### src/sv/dhkg_pkg.sv
// Shared types for the Diffie-Hellman key generation block.
package dhkg_pkg;

    // Status of the shared modular multiplier as seen by the sequencer.
    typedef struct packed {
        logic busy;
        logic done;
    } mm_status_t;

endpackage

### src/sv/dhkg_modmul.sv
// Bit-serial interleaved modular multiplier: result = a * b mod m, one bit of a per cycle.
module dhkg_modmul #(
    parameter int VALUE_WIDTH = 16
) (
    input  logic                     aclk,
    input  logic                     aresetn,
    input  logic                     start,
    input  logic [VALUE_WIDTH-1:0]   op_a,
    input  logic [VALUE_WIDTH-1:0]   op_b,
    input  logic [VALUE_WIDTH-1:0]   op_m,
    output logic [VALUE_WIDTH-1:0]   result,
    output dhkg_pkg::mm_status_t     status
);

    localparam int CNT_W = $clog2(VALUE_WIDTH + 1);

    logic [VALUE_WIDTH-1:0] a_reg, a_next;
    logic [VALUE_WIDTH-1:0] b_reg, b_next;
    logic [VALUE_WIDTH-1:0] m_reg, m_next;
    logic [VALUE_WIDTH-1:0] r_reg, r_next;
    logic [CNT_W-1:0]       cnt_reg, cnt_next;
    logic                   busy_reg, busy_next;
    logic                   done_reg, done_next;

    logic [VALUE_WIDTH:0]   dbl;
    logic [VALUE_WIDTH:0]   m_ext;
    logic [VALUE_WIDTH:0]   dbl_red;
    logic [VALUE_WIDTH:0]   sum;
    logic [VALUE_WIDTH:0]   sum_red;

    // The remainder stays below m, so doubling it or adding b (b < m)
    // needs at most one subtraction of m to come back into range.
    always_comb begin
        m_ext   = {1'b0, m_reg};
        dbl     = {r_reg, 1'b0};
        dbl_red = (dbl >= m_ext) ? (dbl - m_ext) : dbl;
        sum     = dbl_red + (a_reg[VALUE_WIDTH-1] ? {1'b0, b_reg} : '0);
        sum_red = (sum >= m_ext) ? (sum - m_ext) : sum;
    end

    always_comb begin
        a_next    = a_reg;
        b_next    = b_reg;
        m_next    = m_reg;
        r_next    = r_reg;
        cnt_next  = cnt_reg;
        busy_next = busy_reg;
        done_next = 1'b0;
        if (start && !busy_reg) begin
            a_next    = op_a;
            b_next    = op_b;
            m_next    = op_m;
            r_next    = '0;
            cnt_next  = CNT_W'(VALUE_WIDTH);
            busy_next = 1'b1;
        end else if (busy_reg) begin
            a_next   = {a_reg[VALUE_WIDTH-2:0], 1'b0};
            r_next   = sum_red[VALUE_WIDTH-1:0];
            cnt_next = cnt_reg - CNT_W'(1);
            if (cnt_reg == CNT_W'(1)) begin
                busy_next = 1'b0;
                done_next = 1'b1;
            end
        end
    end

    always_ff @(posedge aclk) begin
        if (!aresetn) begin
            busy_reg <= 1'b0;
            done_reg <= 1'b0;
        end else begin
            busy_reg <= busy_next;
            done_reg <= done_next;
        end
        a_reg   <= a_next;
        b_reg   <= b_next;
        m_reg   <= m_next;
        r_reg   <= r_next;
        cnt_reg <= cnt_next;
    end

    assign result      = r_reg;
    assign status.busy = busy_reg;
    assign status.done = done_reg;

endmodule

### src/sv/diffie_hellman_key_generation.sv
// Top level of the Diffie-Hellman key generation block: sequencer, result register, checks.
//
// One transaction on the slave side carries a modulus, a generator and two secret
// exponents; one transaction on the master side returns both public values and both
// shared keys. All arithmetic runs through a single bit-serial modular multiplier.
// The generator is first reduced modulo the modulus (one product), then four
// square-and-multiply exponentiations run one after another, scanning each exponent
// from its lowest bit: a zero bit costs one square, a one bit a multiply and a square,
// plus one decision step per bit, so short exponents finish sooner. A modulus below
// two is answered with all-zero results without using the multiplier. The block takes
// one item at a time and is not ready while it works, but it accepts the next
// transaction while a finished result still waits in the output register.
module diffie_hellman_key_generation #(
    parameter int VALUE_WIDTH = 16,
    localparam int TDATA_W = ((4 * VALUE_WIDTH + 7) / 8) * 8
) (
    input  logic               aclk,
    input  logic               aresetn,
    // Fields from bit 0 up: modulus, generator, secret_first, secret_second.
    input  logic [TDATA_W-1:0] s_tdata,
    input  logic               s_tvalid,
    output logic               s_tready,
    // Fields from bit 0 up: public_first, public_second, shared_first, shared_second.
    output logic [TDATA_W-1:0] m_tdata,
    output logic               m_tvalid,
    input  logic               m_tready
);

    localparam int W = VALUE_WIDTH;

    // Sequencer states.
    typedef enum logic [8:0] {
        ST_IDLE     = 9'b000000001,
        ST_RED_GO   = 9'b000000010,
        ST_RED_WAIT = 9'b000000100,
        ST_LOAD     = 9'b000001000,
        ST_STEP     = 9'b000010000,
        ST_MUL_WAIT = 9'b000100000,
        ST_SQR_WAIT = 9'b001000000,
        ST_STORE    = 9'b010000000,
        ST_OUT      = 9'b100000000
    } state_t;

    // Which of the four exponentiations is running.
    typedef enum logic [1:0] {
        PH_PUB_FIRST  = 2'd0,
        PH_PUB_SECOND = 2'd1,
        PH_SH_FIRST   = 2'd2,
        PH_SH_SECOND  = 2'd3
    } phase_t;

    state_t state_reg, state_next;
    phase_t phase_reg, phase_next;

    logic [W-1:0] mod_reg, mod_next;
    logic [W-1:0] gen_reg, gen_next;
    logic [W-1:0] s1_reg, s1_next;
    logic [W-1:0] s2_reg, s2_next;
    logic [W-1:0] acc_reg, acc_next;
    logic [W-1:0] sq_reg, sq_next;
    logic [W-1:0] exp_reg, exp_next;
    logic [W-1:0] pub_a_reg, pub_a_next;
    logic [W-1:0] pub_b_reg, pub_b_next;
    logic [W-1:0] sh_a_reg, sh_a_next;
    logic [W-1:0] sh_b_reg, sh_b_next;

    logic [TDATA_W-1:0] m_tdata_reg;
    logic               m_tvalid_reg;

    logic                 mm_start;
    logic [W-1:0]         mm_a;
    logic [W-1:0]         mm_b;
    logic [W-1:0]         mm_result;
    dhkg_pkg::mm_status_t mm_st;

    logic [W-1:0] in_mod;
    logic [W-1:0] in_gen;
    logic [W-1:0] in_s1;
    logic [W-1:0] in_s2;
    logic         out_load;

    assign in_mod = s_tdata[W-1:0];
    assign in_gen = s_tdata[2*W-1:W];
    assign in_s1  = s_tdata[3*W-1:2*W];
    assign in_s2  = s_tdata[4*W-1:3*W];

    // The only arithmetic unit; its operands are steered by the sequencer.
    dhkg_modmul #(
        .VALUE_WIDTH(W)
    ) u_modmul (
        .aclk   (aclk),
        .aresetn(aresetn),
        .start  (mm_start),
        .op_a   (mm_a),
        .op_b   (mm_b),
        .op_m   (mod_reg),
        .result (mm_result),
        .status (mm_st)
    );

    always_comb begin
        state_next = state_reg;
        phase_next = phase_reg;
        mod_next   = mod_reg;
        gen_next   = gen_reg;
        s1_next    = s1_reg;
        s2_next    = s2_reg;
        acc_next   = acc_reg;
        sq_next    = sq_reg;
        exp_next   = exp_reg;
        pub_a_next = pub_a_reg;
        pub_b_next = pub_b_reg;
        sh_a_next  = sh_a_reg;
        sh_b_next  = sh_b_reg;
        mm_start   = 1'b0;
        mm_a       = '0;
        mm_b       = '0;
        case (state_reg)
            ST_IDLE: begin
                if (s_tvalid) begin
                    mod_next = in_mod;
                    gen_next = in_gen;
                    s1_next  = in_s1;
                    s2_next  = in_s2;
                    // A modulus of zero or one has no meaningful residues: all zeros.
                    if (in_mod[W-1:1] == '0) begin
                        pub_a_next = '0;
                        pub_b_next = '0;
                        sh_a_next  = '0;
                        sh_b_next  = '0;
                        state_next = ST_OUT;
                    end else begin
                        state_next = ST_RED_GO;
                    end
                end
            end
            ST_RED_GO: begin
                // Generator times one reduces the generator modulo the modulus.
                mm_start   = 1'b1;
                mm_a       = gen_reg;
                mm_b       = {{(W-1){1'b0}}, 1'b1};
                state_next = ST_RED_WAIT;
            end
            ST_RED_WAIT: begin
                if (mm_st.done) begin
                    gen_next   = mm_result;
                    phase_next = PH_PUB_FIRST;
                    state_next = ST_LOAD;
                end
            end
            ST_LOAD: begin
                acc_next = {{(W-1){1'b0}}, 1'b1};
                case (phase_reg)
                    PH_PUB_FIRST: begin
                        sq_next  = gen_reg;
                        exp_next = s1_reg;
                    end
                    PH_PUB_SECOND: begin
                        sq_next  = gen_reg;
                        exp_next = s2_reg;
                    end
                    PH_SH_FIRST: begin
                        sq_next  = pub_b_reg;
                        exp_next = s1_reg;
                    end
                    PH_SH_SECOND: begin
                        sq_next  = pub_a_reg;
                        exp_next = s2_reg;
                    end
                    default: begin
                        sq_next  = gen_reg;
                        exp_next = s1_reg;
                    end
                endcase
                state_next = ST_STEP;
            end
            ST_STEP: begin
                if (exp_reg == '0) begin
                    state_next = ST_STORE;
                end else if (exp_reg[0]) begin
                    mm_start   = 1'b1;
                    mm_a       = acc_reg;
                    mm_b       = sq_reg;
                    state_next = ST_MUL_WAIT;
                end else begin
                    mm_start   = 1'b1;
                    mm_a       = sq_reg;
                    mm_b       = sq_reg;
                    state_next = ST_SQR_WAIT;
                end
            end
            ST_MUL_WAIT: begin
                if (mm_st.done) begin
                    acc_next   = mm_result;
                    mm_start   = 1'b1;
                    mm_a       = sq_reg;
                    mm_b       = sq_reg;
                    state_next = ST_SQR_WAIT;
                end
            end
            ST_SQR_WAIT: begin
                if (mm_st.done) begin
                    sq_next    = mm_result;
                    exp_next   = {1'b0, exp_reg[W-1:1]};
                    state_next = ST_STEP;
                end
            end
            ST_STORE: begin
                case (phase_reg)
                    PH_PUB_FIRST: begin
                        pub_a_next = acc_reg;
                        phase_next = PH_PUB_SECOND;
                        state_next = ST_LOAD;
                    end
                    PH_PUB_SECOND: begin
                        pub_b_next = acc_reg;
                        phase_next = PH_SH_FIRST;
                        state_next = ST_LOAD;
                    end
                    PH_SH_FIRST: begin
                        sh_a_next  = acc_reg;
                        phase_next = PH_SH_SECOND;
                        state_next = ST_LOAD;
                    end
                    PH_SH_SECOND: begin
                        sh_b_next  = acc_reg;
                        state_next = ST_OUT;
                    end
                    default: begin
                        state_next = ST_IDLE;
                    end
                endcase
            end
            ST_OUT: begin
                if (out_load) begin
                    state_next = ST_IDLE;
                end
            end
            default: begin
                state_next = ST_IDLE;
            end
        endcase
    end

    // The result moves into the output register once that register is free.
    assign out_load = (state_reg == ST_OUT) && (!m_tvalid_reg || m_tready);

    always_ff @(posedge aclk) begin
        if (!aresetn) begin
            state_reg    <= ST_IDLE;
            phase_reg    <= PH_PUB_FIRST;
            m_tvalid_reg <= 1'b0;
        end else begin
            state_reg <= state_next;
            phase_reg <= phase_next;
            if (out_load) begin
                m_tvalid_reg <= 1'b1;
            end else if (m_tready) begin
                m_tvalid_reg <= 1'b0;
            end
        end
        if (out_load) begin
            m_tdata_reg <= TDATA_W'({sh_b_reg, sh_a_reg, pub_b_reg, pub_a_reg});
        end
        mod_reg   <= mod_next;
        gen_reg   <= gen_next;
        s1_reg    <= s1_next;
        s2_reg    <= s2_next;
        acc_reg   <= acc_next;
        sq_reg    <= sq_next;
        exp_reg   <= exp_next;
        pub_a_reg <= pub_a_next;
        pub_b_reg <= pub_b_next;
        sh_a_reg  <= sh_a_next;
        sh_b_reg  <= sh_b_next;
    end

    assign s_tready = (state_reg == ST_IDLE);
    assign m_tdata  = m_tdata_reg;
    assign m_tvalid = m_tvalid_reg;

    // The multiplier is only started when it is free.
    assert property (@(posedge aclk) disable iff (!aresetn)
        mm_start |-> !mm_st.busy)
        else $error("multiplier started while busy");

    // A finished product is only ever presented while the sequencer waits for one.
    assert property (@(posedge aclk) disable iff (!aresetn)
        mm_st.done |-> (state_reg == ST_RED_WAIT || state_reg == ST_MUL_WAIT ||
                        state_reg == ST_SQR_WAIT))
        else $error("multiplier result arrived outside a wait state");

    // Operands fed to the multiplier must already be reduced below the modulus.
    assert property (@(posedge aclk) disable iff (!aresetn)
        (state_reg == ST_STEP) |-> (acc_reg < mod_reg && sq_reg < mod_reg))
        else $error("exponentiation operand not reduced");

    // An accepted item always leaves the idle state on the next cycle.
    assert property (@(posedge aclk) disable iff (!aresetn)
        (s_tvalid && s_tready) |=> (state_reg != ST_IDLE))
        else $error("accepted transaction was dropped");

endmodule

### config.mk
export PLATFORM = sky130hd
export DESIGN_NAME = diffie_hellman_key_generation
export DESIGN_NICKNAME = d
export VERILOG_FILES = /design/src/sv/dhkg_pkg.sv /design/src/sv/dhkg_modmul.sv /design/src/sv/diffie_hellman_key_generation.sv
export SDC_FILE = /design/constraint.sdc
export NUM_CORES = 1
export LEC_CHECK = 0
export BUFFER_PORTS_ARGS = -buffer_cell sky130_fd_sc_hd__clkbuf_2
export CORE_MARGIN = 5
export CORE_UTILIZATION = 25
export DETAILED_ROUTE_END_ITERATION = 16
export SYNTH_ARGS = -nofsm -noshare
export SYNTH_HDL_FRONTEND = slang
export SYNTH_SLANG_ARGS = --single-unit
### constraint.sdc
create_clock -name aclk -period 8 [get_ports aclk]
set_input_delay 0 -clock aclk [delete_from_list [all_inputs] [get_ports aclk]]
set_output_delay 0 -clock aclk [all_outputs]
set_load 0.01 [all_outputs]
== Yosys cells after proc, flatten, opt, wreduce, memory -nomap -nowiden ==
Cells that the tools add are included.
W data, S select, Z words.

* Reductions and logical operators: 30
* Add/sub/neg operators: 4
* Equality and inequality tests: 24
* Mux-type cells: 52
* Magnitude comparators: 2
* Bitwise gates (word level): 2

{| class="wikitable"
|+ Operators by type and width
! operator !! number
|-
| $pmux W16 S2 || 9
|-
| $mux W16 || 17
|-
| $pmux W16 S3 || 3
|-
| $pmux W9 S9 || 1
|-
| $mux W9 || 6
|-
| $ge A17 B16 Y1 || 2
|-
| $pmux W9 S2 || 1
|-
| $add A17 B16 Y17 || 1
|-
| $mux W17 || 1
|-
| $sub A17 B16 Y17 || 1
|-
| $logic_not A16 Y1 || 1
|-
| $reduce_and A4 Y1 || 4
|-
| $sub A16 B16 Y16 || 1
|-
| $logic_not A15 Y1 || 1
|-
| $reduce_bool A2 Y1 || 7
|-
| $ne A2 B2 Y1 const B || 6
|-
| $eq A9 B1 Y1 const B || 1
|-
| $eq A9 B2 Y1 const B || 1
|-
| $eq A9 B3 Y1 const B || 1
|-
| $eq A9 B4 Y1 const B || 1
|-
| $eq A9 B5 Y1 const B || 1
|-
| $eq A9 B6 Y1 const B || 1
|-
| $eq A9 B7 Y1 const B || 1
|-
| $eq A9 B8 Y1 const B || 1
|-
| 24 further kinds || 44
|}

* Bits of input ports: 68
* Output and inout port bits: 66
* Bits in registers: 323
* Word-level logic and storage cells: 136

== Longest topological paths before layout ==
Gate-level depths: netlist (run 1).

* Depth in word-level cells: 5
* Gate-level depth with buffers: 28

== Cells and area by module ==
Synthesis (run 1) repeated with hierarchy kept, for this count alone.

* Cell total of the unflattened synthesis: 1142
* Area total of the unflattened synthesis: 14896.8 um^2

{| class="wikitable"
|+ Modules (own cells, without submodules)
! module !! times used !! area an instance (um^2) !! cells each
|-
| diffie_hellman_key_generation || 1 || 9648.0 || 593
|-
| dhkg_modmul || 1 || 5248.8 || 549
|}

== Least setup slack after synthesis (run 1) ==
Ideal clock, no wire load.

* Kind: register -> register
* Start: reg u_modmul.m_reg[11]
* End: reg u_modmul.r_reg[11] (netlist: u_modmul.result[11])
* Required time: 7.915 ns
* Buffers on the path: 2
* Setup slack: 2.154 ns
* Arrival time: 5.761 ns
* Cell stages (with the launch flop): 25
* Setup time: 0.085 ns
* Cell sequence: edfxtp_1 inv_1 ha_1 nand3_2 or3_1 o21a_1 a31oi_4 clkbuf_1 mux2_2 ha_1 o21ai_0 o2bb2ai_1 a211oi_1 o41ai_1 nand2_1 a21oi_1 xnor2_1 ha_1 a21o_1 a211o_1 o22a_1 nor4_4 buf_4 nor3_1 o31ai_2

* Longest elaborated chain between the ends: 5
* Elaborated cells on any way between the ends: 7
* Classes of those cells: add/sub (3); order compare (2); mux (2)

{| class="wikitable"
|+ Ends and longest elaborated chain
! element !! RTL line !! source
|-
| start, declared || dhkg_modmul.sv:19 || <nowiki>logic [VALUE_WIDTH-1:0] m_reg, m_next;</nowiki>
|-
| start signal, assigned || dhkg_modmul.sv:77 || <nowiki>m_reg <= m_next;</nowiki>
|-
| $sub A17 B16 Y17 or $ge A17 B16 Y1 (tied branches) || dhkg_modmul.sv:36 || <nowiki>dbl_red = (dbl >= m_ext) ? (dbl - m_ext) : dbl;</nowiki>
|-
| $mux W17 || dhkg_modmul.sv:36 ||
|-
| $add A17 B16 Y17 || dhkg_modmul.sv:37 || <nowiki>sum = dbl_red + (a_reg[VALUE_WIDTH-1] ? {1'b0, b_reg} : '0);</nowiki>
|-
| $sub A16 B16 Y16 or $ge A17 B16 Y1 (tied branches) || dhkg_modmul.sv:38 || <nowiki>sum_red = (sum >= m_ext) ? (sum - m_ext) : sum;</nowiki>
|-
| $mux W16 (*) || dhkg_modmul.sv:38 ||
|-
| end signal, assigned || dhkg_modmul.sv:78 || <nowiki>r_reg <= r_next;</nowiki>
|-
| end, declared || dhkg_modmul.sv:20 || <nowiki>logic [VALUE_WIDTH-1:0] r_reg, r_next;</nowiki>
|}

Every way passes the cells marked *; elsewhere a longest branch is shown, timed or not.
A chain may end at the register's enable or synchronous reset.

== Worst setup path in the final report (run 1) ==
* Start: reg u_modmul.r_reg[10] (netlist: u_modmul.result[10])
* End: reg u_modmul.r_reg[0] (netlist: u_modmul.result[0])

* Longest elaborated chain between the ends: 5
* Elaborated cells on any way between the ends: 7
* Classes of those cells: add/sub (3); order compare (2); mux (2)

{| class="wikitable"
|+ Ends and longest elaborated chain
! element !! RTL line
|-
| $sub A17 B16 Y17 or $ge A17 B16 Y1 (tied branches) || dhkg_modmul.sv:36
|-
| $mux W17 (*) || dhkg_modmul.sv:36
|-
| $add A17 B16 Y17 (*) || dhkg_modmul.sv:37
|-
| $ge A17 B16 Y1 or $sub A16 B16 Y16 (tied branches) || dhkg_modmul.sv:38
|-
| $mux W16 (*) || dhkg_modmul.sv:38
|}

Marks and branches as above.

==> results.yml, run 1 <==
timing:
  grt_setup_unrepaired: "no"
  setup_tns_ps: 0
  max_freq_ghz: 0.137
  fin_worst_skew_ps: 24.2
  finalSetupViolations: 0
  period_needed_ps: 7320
  min_period_over_period_pct: 91.5
  slew_headroom_pct: 18.5
  holdWs_ps: 46.5
  tightest_slew_ps: 1220
  drv_slew: 0
  finalHoldViolCount: 0
setup_path:
  worst_setup_path_end_kind: "register"
  path_class: "register to register"
  startpoint_type: "register"
  cp_max_fo: 26
  path_cells: "ha_1, nand3_2, or3_1, o21a_1, a31oi_4, mux2_2, ha_1, a211o_1, a21oi_1, a211oi_1, o41ai_1, nand2_1, a21oi_1, xnor2_1, ha_1, a21o_1, a211o_1, o22a_1, nor4_4, o21ai_0, a32o_1"
  max_stage_delay_ps: 830
  rr_worst_depth: 21
  cp_slowest_cell: "nor4_4"
  r2r_start: "u_modmul.result[10]$_SDFFE_PP0P_"
  rr_endpoint: "u_modmul.result[0]$_SDFFE_PP0P_"
  cp.required_ps: 8410
  rrSetupSlack_ps: 680
  arrival_ps: 7730
  cpMostUsedCell: "ha_1"
route:
  wl_per_cell_um: 18.1
  top_layer: "met5"
  first_iter_violations: 765
  drcViolationCount: 0
  viasPerCell: 4.63
  drt-total-wl_um: 38800
  firstDrtPassIters: 5
  wl_met3_um: 2200
  vias: 9927
  ant_nets: 0
  met1_length_um: 16800
  met2_length_um: 18900
worst_hold_path:
  min_path_type: "input port to register"
  hp-start: "s_tvalid"
  min_to: "state_reg[0]$_SDFFE_PN1P_"
  worst_hold_path.num_cells: 4
clock_tree:
  cts_tree: "done"
  clkSlewWorstSetupHoldPaths_ps: 60
  clock_sinks: 323
  cts-root-buf: "clkbuf_16"
  h-tree-depth: 2
  clk_latency_ps: 530
  cts_resized: 0
  numCtsBuffers: 35
  clockBufferDepth: 3
  postCtsSetupBuffers: 0
synthesis:
  ys_seq_area_share_pct: 63.8
  synth_top_area_share_pct: 59.0
  syn_nets: 1266
  synth.largest_area_cell: "edfxtp_1"
  ys_ff_latch: 323
  yosysWarnings: 0
  synthArstFlopShare_pct: 0
  synth_cell_types: 69
  synthCells: 1139
  synth_edf_count: 288
  syn_avg_cell_area_um2: 12.9
  ys.flop_type: "edfxtp_1"
  synth_area_leaders: "edfxtp_1 (59%), dfxtp_1 (4.8%), ha_1 (4.8%)"
  synth_area_um2: 14700
global_routing:
  grt_max_degree: 67
  antenna_found_initial: 2
  globalRouteTotalUtil_pct: 12.0
  overflow: 0
  grt_pass1_vias: 10200
  grt_pass1_wl_um: 60200
layout:
  drive_gt1_share_pct: 18.0
  largest_reg_flops: 64
  area_growth_pct: 23.2
  nets: 1484
place:
  numPortBuffers: 133
  gp_congestion: 0.890
  dpl.hpwl_um: 27900
floorplan:
  die-area_um2: 63600
  die-width_um: 252
  rows: 88
  fp.dieH_um: 252
  fp.coreArea_um2: 57900
  ios: 134
  start_util_pct: 25.3
run_status:
  status: "finished, final reports clean"
power_and_ir_drop:
  powerDensity_nw_per_um2: 290
  peakVddDrop_uv: 174
  leakage_nw: 6.90
run:
  max_cap_violations: 0
cells in the final DEF, fill, tap and decap left out, types with 12 or more instances in the layout:
cell type	count
xnor2_1	28
a22oi_1	28
clkbuf_2	133
nor2_1	106
mux2i_1	15
edfxtp_1	288
a21o_1	20
nor4_1	13
nand2_1	70
nor3_1	22
inv_1	43
and2_1	69
a31oi_1	28
buf_4	17
dfxtp_1	35
o21ai_0	29
nand3_1	12
xor2_1	13
dlygate4sd3_1	66
clkbuf_16	35
a21oi_1	67
ha_1	56
mux2_2	24
worst max path at each step:
stage | start | endpoint | cells after the start
2_1_floorplan | u_modmul.m_reg[11]$_DFFE_PP_ | u_modmul.result[11]$_SDFFE_PP0P_ | 24
3_3_place_gp | u_modmul.result[10]$_SDFFE_PP0P_ | u_modmul.result[0]$_SDFFE_PP0P_ | 21
3_5_place_dp | u_modmul.result[10]$_SDFFE_PP0P_ | u_modmul.result[0]$_SDFFE_PP0P_ | 21
4_1_cts | u_modmul.result[10]$_SDFFE_PP0P_ | u_modmul.result[0]$_SDFFE_PP0P_ | 21
5_1_grt | u_modmul.result[13]$_SDFFE_PP0P_ | u_modmul.result[0]$_SDFFE_PP0P_ | 22
6_report | u_modmul.result[10]$_SDFFE_PP0P_ | u_modmul.result[0]$_SDFFE_PP0P_ | 21
logic make-up (layout without fill, tap and decap cells):
group | Yosys count | in the layout | synth area share (%)
compound gates | 252 | 252 | 11.9
xor+xnor | 41 | 41 | 2.45
fa+ha+maj | 59 | 59 | 5.19
buf+inv | 80 | 321 | 2.14
flops | 323 | 323 | 63.8
mux | 39 | 39 | 2.87
other cells | 0 | 1 | 0
simple gates | 345 | 345 | 11.7
worst max-delay path: cells and delay by family (launching register included):
kind	cells	cell delay (ps)
flops	1	360
compound gates	12	3630
xor+xnor	1	190
fa+ha+maj	3	1050
simple gates	4	1520
mux	1	430
timing repair:
item | in CTS | in global routing
setup endpoints to repair | 0 | 0
hold buffers | 66 | 0
hold endpoints to repair | 76 | 0
metrics by stage:
| stage | std cells | area (µm²) | setup WS (ps) | util [%] | power [mW] |
|---|---|---|---|---|---|
| 6_report | 2146 | 18100 | 681 | 31.2 | 5.24 |
| 3_5_place_dp | 2019 | 16300 | 804 | 28.2 | 3.68 |
| 2_1_floorplan | 1139 | 14700 | 2150 | - | 3.27 |
| 5_1_grt | 2146 | 18100 | 213 | 31.2 | 5.53 |
| 3_3_place_gp | 2019 | 16300 | 931 | 28.2 | 3.66 |
| 4_1_cts | 2145 | 18000 | 753 | 31.2 | 5.27 |
report_power, final:
group          switching (mW)  internal [mW]
Sequential             0.0984           1.92
Clock                   0.667          0.878
Combinational           0.993          0.675
Total                    1.76           3.48
layout make-up:
type	count	area [µm²]
Timing Repair Buffer	216	1450
Multi-Input combinational cell	736	5040
Inverter	45	169
Antenna cell	1	2.50
Clock buffer	42	902
Clock inverter	18	180
Fill cell	5839	39900
Sequential cell	323	9350
Tap cell	765	957
synth_stat cells (20+ instances only):
cell type	n
ha_1	56
clkbuf_1	27
and2_1	69
a31oi_1	28
mux2_2	24
xnor2_1	28
a21o_1	20
a22oi_1	28
nor2_1	108
edfxtp_1	288
inv_1	44
nand2_1	70
a21oi_1	67
dfxtp_1	35
o21ai_0	30
nor3_1	24
routing by layer:
layer / global-route usage, % / vias to the layer above
met5: 0 / -
met4: 3.16 / 2
met3: 2.27 / 59
met2: 20.4 / 291
met1: 15.7 / 4838
li1: - / 4737
(Power assumes the default switching activity.)
==> run 2, diff against run 1 <==
--- a/config.mk
+++ b/config.mk
@@ -5,10 +5,12 @@
 export SDC_FILE = /design/constraint.sdc
 export NUM_CORES = 1
 export LEC_CHECK = 0
+export ABC_AREA = 0
 export BUFFER_PORTS_ARGS = -buffer_cell sky130_fd_sc_hd__clkbuf_2
 export CORE_MARGIN = 5
 export CORE_UTILIZATION = 25
 export DETAILED_ROUTE_END_ITERATION = 16
 export SYNTH_ARGS = -nofsm -noshare
 export SYNTH_HDL_FRONTEND = slang
+export SYNTH_HIERARCHICAL = 1
 export SYNTH_SLANG_ARGS = --single-unit
==> constraint.sdc (replaced) <==
create_clock -name aclk -period 8 [get_ports aclk]
set_input_delay 0 -clock aclk [delete_from_list [all_inputs] [get_ports aclk]]
set_output_delay 0 -clock aclk [all_outputs]
set_load 0.005 [all_outputs]
==> results.yml, run 2 <==
global_routing:
  grt_pass1_wl_um: 58200
  grt_pass1_vias: 10300
  met1_usage_pct: 13.8
  globalRoute.busiestLayer: "met2"
  use_met2_pct: 20.9
  grt_max_degree: 65
  use_met3_pct: 1.96
  antenna_found_initial: 0
  overflow: 0
  globalRouteTotalUtil_pct: 11.4
synthesis:
  synth_area_um2: 14900
  syn_avg_cell_area_um2: 13.0
  yosysWarnings: 6
  synthCells: 1141
  syn_nets: 1267
power_and_ir_drop:
  powerDensity_nw_per_um2: 329
  power_mw: 5.99
  peakVddDrop_uv: 231
  leakage_nw: 7.11
route:
  first_iter_violations: 633
  ant_nets: 0
  viasPerCell: 4.62
  drcViolationCount: 0
  vias: 9933
  firstDrtPassIters: 5
  wl_per_cell_um: 17.5
  drt-total-wl_um: 37600
setup_path:
  cp_slowest_cell: "nand4b_1"
  cp.required_ps: 8490
  rr_worst_depth: 24
  path_class: "register to register"
  worst_setup_path_end_kind: "register"
  r2r_start: "u_modmul/result[9]$_SDFFE_PP0P_"
  max_stage_delay_ps: 650
  startpoint: "u_modmul/result[9]$_SDFFE_PP0P_"
  startpoint_type: "register"
  rrSetupSlack_ps: 970
  arrival_ps: 7530
  path_cells: "ha_1, a21o_1, a21oi_1, o21bai_1, a2111oi_2, o31ai_4, mux2_2, inv_1, fa_1, nand3b_1, a31oi_1, o21ai_1, o21ai_0, xor2_1, ha_1, a21o_1, a21o_1, a21o_1, a21oi_1, o221ai_1, a311o_1, nand4b_1, a211oi_1, a221o_1"
  rr_endpoint: "u_modmul/result[0]$_SDFFE_PP0P_"
  cpMostUsedCell: "a21o_1"
  crit_end: "u_modmul/result[0]$_SDFFE_PP0P_"
  cp_max_fo: 15
clock_tree:
  h-tree-depth: 2
  holdBufCountCts: 68
  numCtsBuffers: 36
  postCtsSetupBuffers: 0
  clock_sinks: 323
  cts-root-buf: "clkbuf_16"
  cts_tree: "done"
  clkSlewWorstSetupHoldPaths_ps: 60
  clk_latency_ps: 550
  clockBufferDepth: 3
  cts_resized: 0
timing:
  setup_tns_ps: 0
  fin_worst_skew_ps: 20.5
  period_needed_ps: 7030
  finalSetupViolations: 0
  slew_headroom_pct: 30.8
  min_period_over_period_pct: 87.9
  tightest_slew_ps: 1030
  max_freq_ghz: 0.142
  grt_setup_unrepaired: "no"
  drv_slew: 0
  finalHoldViolCount: 0
layout:
  final_common_cell: "edfxtp_1"
  final_cell_area_um2: 18200
  diodes: 0
  area_growth_pct: 22.4
  drive_gt1_share_pct: 18.9
  final_cell_mix: "edfxtp_1 (288), clkbuf_2 (133), a21oi_1 (86), nor2_1 (84), dlygate4sd3_1 (68)"
  largest_reg_flops: 64
  nets: 1478
floorplan:
  start_util_pct: 25.2
  die-width_um: 254
  ios: 134
  fp.dieH_um: 254
  die-area_um2: 64500
  rows: 89
  fp.coreArea_um2: 59000
place:
  dpl.hpwl_um: 26800
  placed_area_um2: 16500
  gp_congestion: 0.806
  numPortBuffers: 133
worst_hold_path:
  min_path_type: "input port to register"
run:
  max_cap_violations: 0
run_status:
  status: "finished, final reports clean"
[run 2: worst min-delay path by stage]
stage / start / to / slack [ps] / depth (start not counted)
2_1_floorplan: s_tdata[0] / mod_reg[0]$_DFFE_PP_ / 100 / 0
3_3_place_gp: s_tdata[55] / s2_reg[7]$_DFFE_PP_ / 180 / 1
3_5_place_dp: s_tdata[54] / s2_reg[6]$_DFFE_PP_ / 180 / 1
4_1_cts: s_tdata[55] / s2_reg[7]$_DFFE_PP_ / 140 / 2
5_1_grt: s_tdata[39] / s1_reg[7]$_DFFE_PP_ / 160 / 2
6_report: s_tdata[57] / s2_reg[9]$_DFFE_PP_ / 180 / 2
[run 2: worst max-delay path, delay by kind of cell, from the launching register on]
| family | cells | cell delay (ps) |
|---|---|---|
| AOI/OAI and AO/OA | 16 | 3920 |
| xor gates and xnor gates | 1 | 300 |
| adders and majority gates | 3 | 1190 |
| buffers and inverters | 1 | 50 |
| DFF | 1 | 360 |
| muxes | 1 | 280 |
| and+or+nand+nor | 2 | 870 |
[run 2: report_power, final]
group | leakage [nW] | switching [mW] | total, mW | internal, mW
registers | 3.05 | 0.116 | 2.11 | 1.99
clock network | 0.523 | 0.671 | 1.51 | 0.836
logic | 3.53 | 1.40 | 2.37 | 0.975
[run 2: area by class of cell]
cell class                 instances  area (µm²)
multi-input combinational        731        5230
inverter                          46         173
clock buffer                      41         920
timing repair buffer             214        1440
tap                              773         967
fill                            5917       40800
clock inverter                    22         146
sequential                       323        9350
[run 2: metal layers]
layer | part of all wire, % | vias up | routed length, µm
met5 | 0 | - | 0
met4 | 1.9 | 0 | 730
met3 | 4.3 | 45 | 1600
met2 | 52 | 241 | 19700
met1 | 41 | 4906 | 15600
li1 | - | 4741 | -
[run 2: stage by stage]
stage	hold WS (ps)	std cells	utilization (%)	setup WS [ps]
finish	181	2150	30.9	968
floorplan	98.9	1141	-	1840
global route	157	2150	30.9	415
global placement	177	2019	27.9	1350
detailed placement	179	2019	27.9	1160
CTS	137	2150	30.9	1110
==> run 3, diff against run 2 <==
==> constraint.sdc (replaced) <==
create_clock -name aclk -period 7.5 [get_ports aclk]
set_input_delay 0 -clock aclk [delete_from_list [all_inputs] [get_ports aclk]]
set_output_delay 0 -clock aclk [all_outputs]
set_load 0.005 [all_outputs]
==> results.yml, run 3 (synthesized netlist as in run 2, its figures left out) <==
layout:
  fillCellCount: 5942
  largest_reg_flops: 64
  final_common_cell: "edfxtp_1"
  drive_gt1_share_pct: 19.3
  area_growth_pct: 23.5
  nets: 1480
  regArea_um2: 9350
  finalNonFillerCells: 2153
  finish.utilization_pct: 31.2
  multiInputGateArea_um2: 5230
  diodes: 0
  final_cell_mix: "edfxtp_1 (288), clkbuf_2 (133), a21oi_1 (86), nor2_1 (84), dlygate4sd3_1 (68)"
power_and_ir_drop:
  leakage_nw: 7.18
  power_mw: 6.60
  powerDensity_nw_per_um2: 359
  peakVddDrop_uv: 297
timing:
  finalSetupViolations: 0
  tightest_slew_ps: 1070
  holdWs_ps: 159
  min_period_over_period_pct: 90.0
  setup_tns_ps: 0
  grt_setup_unrepaired: "no"
  max_freq_ghz: 0.148
  drv_slew: 0
  finalHoldViolCount: 0
  fin_worst_skew_ps: 35.1
  period_needed_ps: 6750
  slew_headroom_pct: 28.6
run_status:
  status: "finished, final reports clean"
floorplan:
  die-width_um: 254
  die-area_um2: 64500
  fp.coreArea_um2: 59000
  start_util_pct: 25.2
  ios: 134
  rows: 89
  fp.dieH_um: 254
clock_tree:
  holdBufCountCts: 68
  clk_latency_ps: 570
  cts_tree: "done"
  h-tree-depth: 2
  cts-root-buf: "clkbuf_16"
  postCtsSetupBuffers: 0
  clock_sinks: 323
  cts_resized: 0
  clockBufferDepth: 3
  clkSlewWorstSetupHoldPaths_ps: 60
  numCtsBuffers: 37
route:
  viasPerCell: 4.58
  drcViolationCount: 0
  vias: 9863
  drt-total-wl_um: 37500
  first_iter_violations: 660
  wl_per_cell_um: 17.4
  firstDrtPassIters: 7
  ant_nets: 0
worst_hold_path:
  worst_hold_path.num_cells: 2
  min_path_type: "input port to register"
place:
  dpl.hpwl_um: 26900
  gp_congestion: 0.805
  dpl.cell_count: 2020
  numPortBuffers: 133
setup_path:
  startpoint_type: "register"
  cp.required_ps: 7940
  path_class: "register to register"
  worst_setup_path_end_kind: "register"
  rr_worst_depth: 24
  cp_max_fo: 12
  arrival_ps: 7190
global_routing:
  grt_pass1_vias: 10000
  grt_max_degree: 65
  globalRouteTotalUtil_pct: 11.3
  antenna_found_initial: 0
  overflow: 0
  grt_pass1_wl_um: 57300
run:
  max_cap_violations: 0
-- run 3: final timing paths --
kind                                      endpoint  slack, ps                            start
hold reg to reg              m_tdata[62]$_DFFE_PP_        390           sh_b_reg[14]$_DFFE_PP_
setup / recovery  u_modmul/result[12]$_SDFFE_PP0P_        750  u_modmul/result[9]$_SDFFE_PP0P_
hold / removal                 s2_reg[6]$_DFFE_PP_        160                      s_tdata[54]
setup reg to reg  u_modmul/result[12]$_SDFFE_PP0P_        750  u_modmul/result[9]$_SDFFE_PP0P_
-- run 3: power by group --
group	internal, mW	total, mW	switching (mW)	leakage (nW)
combinational	1.05	2.56	1.51	3.54
sequential	2.13	2.25	0.121	3.05
clock	1.03	1.79	0.763	0.593
-- run 3: final cells by class --
cell class / instances / share of cell area (%)
Inverter: 46 / 0.939
Clock inverter: 23 / 1.52
Timing Repair Buffer: 215 / 7.89
Multi-Input combinational cell: 731 / 28.4
Clock buffer: 42 / 5.14
Sequential cell: 323 / 50.8
Tap cell: 773 / 5.26
-- run 3: metal layers --
layer | track usage, % | up-vias | share of wire [%]
met4 | 3.16 | 0 | 1.8
met1 | 13.8 | 4839 | 42
li1 | - | 4743 | -
met2 | 20.5 | 229 | 52
met3 | 2.02 | 52 | 4.3
met5 | 0 | - | 0
-- run 3: worst max-delay path: stages, from the launching register on --
cell,delay (ps)
dfxtp_1,360
ha_1,390
a21o_1,200
a21oi_1,150
o21bai_1,110
a2111oi_2,570
o31ai_4,190
mux2_2,270
inv_1,50
fa_1,420
nand3b_1,200
a31oi_1,270
o21ai_1,180
o21ai_0,320
xor2_1,270
ha_1,330
a21o_1,210
a21o_1,170
a21o_1,180
a21oi_1,190
o221ai_1,170
a311o_1,390
a211oi_2,360
nor2_1,330
a221o_1,360
-- run 3: metrics by stage --
stage	area (µm²)	setup slack, ps
after floorplan	14900	1340
after global placement	16500	1020
after detailed placement	16500	821
after CTS	18400	794
after global routing	18400	314
final	18400	751
